===== src/rtl/core/client_sequence_dedup_accumulator_defines.svh =====
// assertion macros shared by the client sequence dedup accumulator
`ifndef CLIENT_SEQUENCE_DEDUP_ACCUMULATOR_DEFINES_SVH
`define CLIENT_SEQUENCE_DEDUP_ACCUMULATOR_DEFINES_SVH

// same-cycle implication, quiet during reset
`define CSDA_ASSERT_IMPLIES(lbl, clk, rst_n, ante, cons) \
  lbl: assert property (@(posedge clk) disable iff (!rst_n) (ante) |-> (cons)) \
    else $error("csda: same-cycle check failed");

// next-cycle implication, quiet during reset
`define CSDA_ASSERT_NEXT(lbl, clk, rst_n, ante, cons) \
  lbl: assert property (@(posedge clk) disable iff (!rst_n) (ante) |=> (cons)) \
    else $error("csda: next-cycle check failed");

`endif


===== src/rtl/core/csda_pkg.sv =====
// types and codes shared by the client sequence dedup accumulator
`default_nettype none

package csda_pkg;

  // opcodes of an input item
  localparam logic OP_DISCOVERY = 1'b0;
  localparam logic OP_REQUEST   = 1'b1;

  // kinds of acknowledgement
  localparam logic ACK_DISCOVERY = 1'b0;
  localparam logic ACK_REQUEST   = 1'b1;

  // input item
  typedef struct packed {
    logic        opcode;
    logic [31:0] client_address;
    logic [31:0] sequence_number;
    logic [31:0] request_value;
  } csda_in_t;

  // result item
  typedef struct packed {
    logic        ack_kind;
    logic [31:0] echoed_sequence;
    logic [31:0] request_count;
    logic [63:0] running_total;
    logic        was_duplicate;
    logic        table_full;
  } csda_out_t;

  // item traveling down the row of table cells
  typedef struct packed {
    logic        active;
    logic        opcode;
    logic [31:0] addr;
    logic [31:0] seq;
    logic [31:0] value;
    logic        hit;
    logic        dup;
  } csda_tok_t;

endpackage

`default_nettype wire


===== src/rtl/core/csda_cell.sv =====
// one table entry: matches, registers or updates as the item passes by
`default_nettype none

module csda_cell import csda_pkg::*; (
  input  logic      clk_i,
  input  logic      rst_ni,
  input  csda_tok_t tok_i,
  output csda_tok_t tok_o
);

  logic        valid_q, valid_d;
  logic [31:0] addr_q, addr_d;
  logic [31:0] seq_q, seq_d;
  csda_tok_t   tok_q, tok_d;
  logic        match;

  assign match = valid_q && (addr_q == tok_i.addr);

  // lookup, registration and sequence check for the passing item
  always_comb begin
    valid_d = valid_q;
    addr_d  = addr_q;
    seq_d   = seq_q;
    tok_d   = tok_i;
    if (tok_i.active && !tok_i.hit) begin
      if (match) begin
        tok_d.hit = 1'b1;
        if (tok_i.opcode == OP_REQUEST) begin
          tok_d.dup = (tok_i.seq <= seq_q);
          if (tok_i.seq > seq_q) begin
            seq_d = tok_i.seq;
          end
        end
      end else if (!valid_q && (tok_i.opcode == OP_DISCOVERY)) begin
        // first free entry: entries fill in order, so no match lies beyond
        valid_d   = 1'b1;
        addr_d    = tok_i.addr;
        seq_d     = '0;
        tok_d.hit = 1'b1;
      end
    end
  end

  // entry valid bit and handoff register
  always_ff @(posedge clk_i or negedge rst_ni) begin
    if (!rst_ni) begin
      valid_q <= 1'b0;
      tok_q   <= '0;
    end else begin
      valid_q <= valid_d;
      tok_q   <= tok_d;
    end
  end

  // entry contents, meaningful only while valid
  always_ff @(posedge clk_i) begin
    addr_q <= addr_d;
    seq_q  <= seq_d;
  end

  assign tok_o = tok_q;

endmodule

`default_nettype wire


===== src/rtl/core/csda_acc.sv =====
// request count, running sum and result formation at the end of the row
`default_nettype none

module csda_acc import csda_pkg::*; (
  input  logic      clk_i,
  input  logic      rst_ni,
  input  csda_tok_t tok_i,
  output logic      fire_o,
  output csda_out_t res_o
);

  logic [31:0] count_q, count_d;
  logic [63:0] sum_q, sum_d;
  logic        take;

  // a fresh request from a known client bumps the totals
  assign take    = tok_i.active && (tok_i.opcode == OP_REQUEST) && tok_i.hit && !tok_i.dup;
  assign count_d = take ? count_q + 32'd1 : count_q;
  assign sum_d   = take ? sum_q + {32'd0, tok_i.value} : sum_q;

  // discovery always answers; a request answers only for a known client
  assign fire_o = tok_i.active && ((tok_i.opcode == OP_DISCOVERY) || tok_i.hit);

  always_comb begin
    res_o = '0;
    if (tok_i.opcode == OP_DISCOVERY) begin
      res_o.ack_kind   = ACK_DISCOVERY;
      res_o.table_full = !tok_i.hit;
    end else begin
      res_o.ack_kind        = ACK_REQUEST;
      res_o.echoed_sequence = tok_i.seq;
      res_o.request_count   = count_d;
      res_o.running_total   = sum_d;
      res_o.was_duplicate   = tok_i.dup;
    end
  end

  always_ff @(posedge clk_i or negedge rst_ni) begin
    if (!rst_ni) begin
      count_q <= '0;
      sum_q   <= '0;
    end else begin
      count_q <= count_d;
      sum_q   <= sum_d;
    end
  end

endmodule

`default_nettype wire


===== src/rtl/core/client_sequence_dedup_accumulator.sv =====
// Client sequence dedup accumulator: registers client addresses and filters
// duplicate requests while summing the values of fresh ones.
// Input channel (in_valid_i / in_stall_o / in_data_i): discovery or request
// items. Output channel (out_valid_o / out_stall_i / out_data_o): one
// acknowledgement per discovery and per request from a registered client; a
// request from an unknown address gives no result.
// The client table is a row of MAX_CLIENTS cells; an item walks down it one
// cell per cycle, through the cell registers and then the output register to
// out_valid_o. One item is in the row at a time, so a new item is taken only
// after the last one has left the row.
// A result that meets a stalled output waits in a one-entry skid register;
// while it waits, in_stall_o stays high.
// Reset clears every table entry, the request count and the running sum; the
// block is ready to take an item as soon as reset is released.
`default_nettype none
`include "client_sequence_dedup_accumulator_defines.svh"

module client_sequence_dedup_accumulator import csda_pkg::*; #(
  parameter int MAX_CLIENTS = 16
) (
  input  logic      clk_i,
  input  logic      rst_ni,
  input  logic      in_valid_i,
  output logic      in_stall_o,
  input  csda_in_t  in_data_i,
  output logic      out_valid_o,
  input  logic      out_stall_i,
  output csda_out_t out_data_o
);

  csda_tok_t tok_w [MAX_CLIENTS+1];
  csda_tok_t tail_tok;
  csda_out_t res;
  logic      res_fire;
  logic      accept;
  logic      busy_q;
  logic      out_valid_q;
  csda_out_t out_data_q;
  logic      skid_valid_q;
  csda_out_t skid_q;
  logic      out_free;
  logic      load_out_skid;
  logic      load_out_res;
  logic      load_skid;

  assign in_stall_o = busy_q | skid_valid_q;
  assign accept     = in_valid_i & ~in_stall_o;

  // item entering the row
  always_comb begin
    tok_w[0]        = '0;
    tok_w[0].active = accept;
    tok_w[0].opcode = in_data_i.opcode;
    tok_w[0].addr   = in_data_i.client_address;
    tok_w[0].seq    = in_data_i.sequence_number;
    tok_w[0].value  = in_data_i.request_value;
  end

  // row of table cells
  for (genvar g = 0; g < MAX_CLIENTS; g++) begin : g_cell
    csda_cell u_cell (
      .clk_i  (clk_i),
      .rst_ni (rst_ni),
      .tok_i  (tok_w[g]),
      .tok_o  (tok_w[g+1])
    );
  end

  assign tail_tok = tok_w[MAX_CLIENTS];

  csda_acc u_acc (
    .clk_i  (clk_i),
    .rst_ni (rst_ni),
    .tok_i  (tail_tok),
    .fire_o (res_fire),
    .res_o  (res)
  );

  // output register with skid behind it
  assign out_free      = ~out_valid_q | ~out_stall_i;
  assign load_out_skid = out_free & skid_valid_q;
  assign load_out_res  = out_free & ~skid_valid_q & res_fire;
  assign load_skid     = ~out_free & res_fire;

  always_ff @(posedge clk_i or negedge rst_ni) begin
    if (!rst_ni) begin
      busy_q       <= 1'b0;
      out_valid_q  <= 1'b0;
      skid_valid_q <= 1'b0;
    end else begin
      if (accept) begin
        busy_q <= 1'b1;
      end else if (tail_tok.active) begin
        busy_q <= 1'b0;
      end
      if (out_free) begin
        out_valid_q <= skid_valid_q | res_fire;
      end
      if (load_out_skid) begin
        skid_valid_q <= 1'b0;
      end else if (load_skid) begin
        skid_valid_q <= 1'b1;
      end
    end
  end

  // result payload
  always_ff @(posedge clk_i) begin
    if (load_out_skid) begin
      out_data_q <= skid_q;
    end else if (load_out_res) begin
      out_data_q <= res;
    end
    if (load_skid) begin
      skid_q <= res;
    end
  end

  assign out_valid_o = out_valid_q;
  assign out_data_o  = out_data_q;

  // checks on the skid and the single item in flight
  `CSDA_ASSERT_IMPLIES(a_skid_needs_full_out, clk_i, rst_ni, skid_valid_q, out_valid_q)
  `CSDA_ASSERT_IMPLIES(a_tail_only_when_busy, clk_i, rst_ni, tail_tok.active, busy_q)
  `CSDA_ASSERT_NEXT(a_result_is_kept, clk_i, rst_ni, res_fire, out_valid_q)

endmodule

`default_nettype wire

===== config.mk =====
export PLATFORM = sky130hd
export DESIGN_NAME = client_sequence_dedup_accumulator
export DESIGN_NICKNAME = d
export VERILOG_FILES = /design/src/rtl/core/csda_pkg.sv /design/src/rtl/core/csda_cell.sv /design/src/rtl/core/csda_acc.sv /design/src/rtl/core/client_sequence_dedup_accumulator.sv
export VERILOG_INCLUDE_DIRS = /design/src /design/src/rtl/core
export SDC_FILE = /design/constraint.sdc
export NUM_CORES = 2
export LEC_CHECK = 0
export BUFFER_PORTS_ARGS = -buffer_cell sky130_fd_sc_hd__buf_2
export CAP_MARGIN = 20
export CORE_UTILIZATION = 56
export DETAILED_ROUTE_END_ITERATION = 10
export PLACE_DENSITY = 0.75
export SYNTH_ARGS = -nofsm -noshare
export SYNTH_HDL_FRONTEND = slang
export SYNTH_SLANG_ARGS = --single-unit

===== constraint.sdc =====
create_clock -name clk_i -period 8.5 [get_ports clk_i]
set_clock_uncertainty 0.15 [all_clocks]
set_input_delay 0 -clock clk_i [delete_from_list [all_inputs] [get_ports clk_i]]
set_output_delay 0 -clock clk_i [all_outputs]
set_load 0.1 [all_outputs]

# == Word-level counts from Yosys, hierarchy flattened ==
# Index checks and enable logic that the tools add are counted.
# W data, S select, Z words.
# op_classes
n_bitwise,46
addsub,2
mux,155
eq_ne,48
reduce_logical,136
n_lt_le_gt_ge,32
# ops
op,n
$mux W32,65
$eq A32 B32 Y1,16
$gt A32 B32 Y1,16
$le A32 B32 Y1,16
$mux W131,2
$mux W129,1
$mux W1,70
$add A64 B32 Y64,1
$mux W64,1
$ne A2 B2 Y1 const B,32
$reduce_and A4 Y1,16
$logic_and A1 B1 Y1,51
$reduce_and A3 Y1,16
$not A1 Y1,38
$reduce_bool A2 Y1,19
$logic_not A1 Y1,33
$add A32 B1 Y32 const B,1
$mux W2,16
$and A1 B1 Y1,5
$or A1 B1 Y1,3
$logic_or A1 B1 Y1,1
# totals
wordCells,595
reg_bits,2969
input_bits,101

# == Depth between registers and ports, before layout ==
# depth
depth_word,7
mapped_depth,12
mapped_depth_nobuf,11

# == Cells and area by module ==
# A second synthesis with hierarchy kept.
# unflattened
cells_unflattened,7052
hier_area_um2,110906.4
# modules_own_cells
module,area_each_um2,cells_per_inst,seq_area_each_um2,n_inst
csda_cell,5885.6,362,4449.3,16
client_sequence_dedup_accumulator,9613.0,422,7942.6,1
csda_acc,7123.1,838,2402.3,1

# == Worst setup path after synthesis ==
# Ideal clock, no wire load.
# synth_timing
path_type,reg-to-reg
startpoint,"register out_valid_q, in the netlist out_valid_o"
endpoint,"register out_data_q, in the netlist out_data_o[0], enable pin"
slack_ns,0.443
setup_time_ns,0.665
required_ns,7.685
stages_incl_launch_ff,2
synth_period_minus_slack_ns,8.057
t_arrival_ns,7.241
path_buffers,0
cell_sequence,dfrtp_1 a21oi_1
# synth_between
elab_chain_cells,5
# synth_rtl
item,line,rtl
from (decl),client_sequence_dedup_accumulator.sv:37,logic out_valid_q;
from (signal assigned),client_sequence_dedup_accumulator.sv:97,out_valid_q <= skid_valid_q | res_fire;
$not A1 Y1 *,client_sequence_dedup_accumulator.sv:80,assign out_free = ~out_valid_q | ~out_stall_i;
$or A1 B1 Y1 *,client_sequence_dedup_accumulator.sv:80,
$and A1 B1 Y1 (2 in series),client_sequence_dedup_accumulator.sv:82,assign load_out_res = out_free & ~skid_valid_q & res_fire;
$reduce_bool A2 Y1 (no line) *,n/a,
to (signal assigned),client_sequence_dedup_accumulator.sv:110,out_data_q <= skid_q;
to (signal assigned),client_sequence_dedup_accumulator.sv:112,out_data_q <= res;
to (decl),client_sequence_dedup_accumulator.sv:38,csda_out_t out_data_q;
# Mark *: on every way between the ends. The rest lies on a longest branch, timed or not.
# A chain may end at the register's enable or synchronous reset.

==> run_results.csv <==
group,metric,value,unit
outcome,outcome,"complete, no violations",
logic_synthesis,post_synth_inst_count,7208,
clock_network,cts_htree_levels,5,
routing,met3_length,7775,µm
timing,tightest_slew,1.001,ns
clock_network,insertion_delay,0.93,ns
timing,fin_crit,3.958,ns
power,totalPowerFinal,29100,µW
timing,drv_slew,0,
global_routing,number_of_global_route_vias_before_repair,61390,
routing,drt-met1-wl,81180,µm
critical_path,timing_worst_setup_path_type,"flip-flop to flip-flop",
logic_synthesis,synth_compound_area_frac,0.04365,
logic_synthesis,synth_area_leader_cell,"dfrtp_1",
critical_path,end_kind,"flip-flop",
critical_path,crit_path_top_delay_cell,"a311oi_4",
critical_path,r2r-start,"u_acc.sum_q[0]$_DFF_PN0_",
routing,dr_total_vias,57390,
power,p_switching,5969,µW
global_routing,initial_antenna_violation_count,0,
power,cellInternalPower,23130,µW
logic_synthesis,synth-edff-count,1286,
timing,rsz0062_at_grt,"no",
power,sw_frac_of_total,0.2051,
critical_path,critical_path.startpoint,"u_acc.sum_q[0]$_DFF_PN0_",
floorplanning,start_util,0.5640,
global_routing,first_pass_grt_wire_length,330200,µm
timing,final_cycle_utilization_of_the_critical_path,0.4656,
job,maxCapViolCount,0,
routing,first_pass_iters,6,
timing,hold_viol_final,0,
routing,detail-route-antenna-nets,0,
logic_synthesis,synth-simple-area-share,0.08147,
placement,buffer_ports.inserted,233,
critical_path,worstPathRequired,8.98,ns
critical_path,timing.critical_path.slowest_cell_delay,0.66,ns
clock_network,post_cts_sizing,0,
power,power.clock.fraction,0.442,
cells_and_area,synthToLayoutAreaGrowth,15.06,%
clock_network,post_cts.repair.setup_buffers,0,
floorplanning,die_area,198400,µm²
logic_synthesis,mappedNetlistArea,110100,µm²
clock_network,cts.sinks,2969,
critical_path,critPathTopFamily,"compound AO/OA/AOI/OAI gates",
timing,maxClockFrequency,0.2527,GHz
logic_synthesis,yosys-top-cells-count,"1683 x dfrtp_1, 1286 x edfxtp_1, 603 x and2_1",
critical_path,critPathBufInv,1,
cells_and_area,count_of_antenna_diodes_in_the_layout,0,
logic_synthesis,muxShareOfSynthArea,0.008421,
global_routing,track_usage,0.2112,
power,power_frac_comb,0.022,
clock_network,tritoncts.num_buffers,300,
routing,route.met2.wl,108100,µm
placement,hpwlAfterDp,128700,µm
logic_synthesis,post-synth-top-count-cell,"dfrtp_1",
routing,highest_layer,"met4",
floorplanning,number_of_placed_i_o_pins,234,
timing,slew_headroom,0.3328,
cells_and_area,seqCellArea,80730,µm²
logic_synthesis,synth_largest_type_area_fraction,0.3825,
logic_synthesis,synth_seq_cells,2969,
clock_network,clock-root-buffer,"clkbuf_16",
logic_synthesis,main_combinational_cell_family_by_area_after_synthesis,"simple AND/OR/NAND/NOR gates",
floorplanning,fp.dieH,445.4,µm
critical_path,cp_cell_sequence,"ha_1 -> inv_1 -> fa_1 -> nand2b_1 -> a21oi_1 -> o21ai_1 -> a31o_1 -> a311oi_4 -> a21oi_2 -> or3_4 -> mux2i_1",
floorplanning,placement_rows,162,
cells_and_area,multiInputGateArea,26960,µm²
logic_synthesis,synth.area.top_cells,"dfrtp_1 38%, edfxtp_1 35%, ha_1 6.2%",
power,power_leakage,0.05620,µW
logic_synthesis,synth_sequential_area_ratio,0.7333,
power,p_seq_frac,0.536,
routing,route.detailed.vias_per_inst,5.343,
logic_synthesis,synth-xor-area-share,0.04741,
logic_synthesis,synth_nets,7855,
timing,fin_worst_hold_slack,0.1155,ns
logic_synthesis,synth.distinct_cells,74,
hold_path,timing.hold.worst.start,"out_stall_i",
placement,globalplace.congestion,0.8741,
logic_synthesis,synth.yosys.warnings,0,
critical_path,crit_fanout,17,
power,peakVddDrop,0.1822,mV
clock_network,path_clk_slew,0.06,ns
logic_synthesis,ys_dominant_reg_cell,"dfrtp_1",
clock_network,clock_tree.buffer_depth,4,
routing,drc,0,
logic_synthesis,post_synth.cell_area_avg,15.27,µm²
cells_and_area,final.fill_count,12850,
routing,totalWireLength,205700,µm
timing,setup_viol_count_final,0,
cells_and_area,num-nets-final,8542,
cells_and_area,finalCoreUtilization,0.6490,
cells_and_area,post_route_cells_drive_above_1_share,0.1099,
floorplanning,design.core.area,195200,µm²
clock_network,tritoncts,"built",
power,power_per_cell_area,229.7,nW/µm²
logic_synthesis,synth_adder_area_share,0.06212,
critical_path,critical_path_source_type,"flip-flop",
global_routing,largest_net_degree_at_the_start_of_global_routing,189,
hold_path,min-delay-path-class,"input pin to flip-flop",
timing,final.setup.tns,0,ns
critical_path,crit_arrival,4.44,ns
global_routing,globalRouteOverflowTotal,0,
routing,avgRoutedWirePerCell,19.14,µm
floorplanning,dieWidth,445.4,µm
logic_synthesis,ys_async_sr_fraction,0.5669,
routing,dr.first_iter.drc_count,3827,
cell type report:
type,count,area share
tap,2624,0.02592
clock buffer,434,0.06854
inverter,576,0.01707
clock inverter,91,0.007181
sequential,2969,0.6373
timing repair buffer,500,0.03114
multi-input combinational,3548,0.2128
state kept, by name, summed over array words and instances, names as in the netlist:
register	count
g_cell.u_cell.seq_q	512
busy_q	1
out_valid_o	1
g_cell.u_cell.valid_q	16
g_cell.u_cell.tok_o	1568
u_acc.count_q	32
u_acc.sum_q	64
g_cell.u_cell.addr_q	512
skid_valid_q	1
skid_q	131
out_data_o	131
per-stage QoR:
| step | area [µm²] | cells | setup WS [ns] |
|---|---|---|---|
| 4_1_cts | 126500 | 10740 | 4.551 |
| 3_5_place_dp | 114900 | 10010 | 4.619 |
| 5_1_grt | 126700 | 10740 | 4.129 |
| 3_3_place_gp | 114800 | 10010 | 4.703 |
| 6_report | 126700 | 10740 | 4.542 |
| 2_1_floorplan | 110100 | 7208 | 0.4435 |
final timing paths:
check,endpoint,slack [ns],depth (start not counted)
min in group asynchronous,g_cell[4].u_cell.tok_o[6]$_DFF_PN0_,0.21,4
setup / recovery,skid_q[36]$_DFFE_PP_,4.54,11
max in group asynchronous,g_cell[12].u_cell.tok_o[82]$_DFF_PN0_,6.45,5
hold reg to reg,g_cell[6].u_cell.tok_o[13]$_DFF_PN0_,0.18,0
setup reg to reg,skid_q[36]$_DFFE_PP_,4.54,11
hold / removal,out_valid_o$_DFFE_PN0N_,0.12,4
power by group through the flow:
stage	Combinational (µW)	Sequential [µW]	Clock, µW
3_5_place_dp	554	15900	0
6_report	641	15600	12900
5_1_grt	725	15700	13600
3_3_place_gp	525	15800	0
2_1_floorplan	269	15700	0
4_1_cts	641	15600	13100
per-layer routing:
layer  vias up  GRT usage
met1     28950     0.2572
li1      26580          -
met2      1313     0.3745
met4         0    0.08935
met3       545    0.03217
met5         -          0
cell usage in the layout (no fill, tap or decap), types with 19 or more instances in the layout:
cell           count
o21ai_0          159
nor2b_1           51
xor2_1           158
nor3_1            46
clkbuf_1          77
nand4_1          206
mux2_2            69
nor4_1            64
and3_1            37
nand2_1          178
xnor2_1          438
and4_1            19
clkbuf_8          48
edfxtp_1        1286
o21a_1            34
dlygate4sd3_1    198
dfrtp_1         1682
o31ai_1           20
buf_2            232
nand3_1          130
inv_1            575
or2_2             36
clkbuf_16        309
a21o_1           171
ha_1             545
a31oi_1           37
buf_4             52
and2_1           602
a21oi_1          174
nor2_1           146
clkinv_2          37
kinds of logic (layout without fill, tap and decap cells):
kind of cell,after synthesis,after routing
AOI/OAI and AO/OA,739,739
xor gates and xnor gates,596,596
adders and majority gates,546,546
buffers and inverters,691,1601
DFF,2969,2969
muxes,84,84
and+or+nand+nor,1583,1583
worst register-to-register path: stages (launching register included):
cell and delay (ns):
dfrtp_1 0.36, ha_1 0.18, inv_1 0.07, fa_1 0.40, nand2b_1 0.18, a21oi_1 0.27, o21ai_1 0.17, a31o_1 0.30
a311oi_4 0.66, a21oi_2 0.36, or3_4 0.46, mux2i_1 0.13
repair_timing:
action / 4_1_cts / 5_1_grt
hold buffers: 199 / 0
hold endpoints to repair: 1166 / 0
endpoints found under the setup margin: 0 / 0
Note: power is estimated with default switching activity, not from simulation.
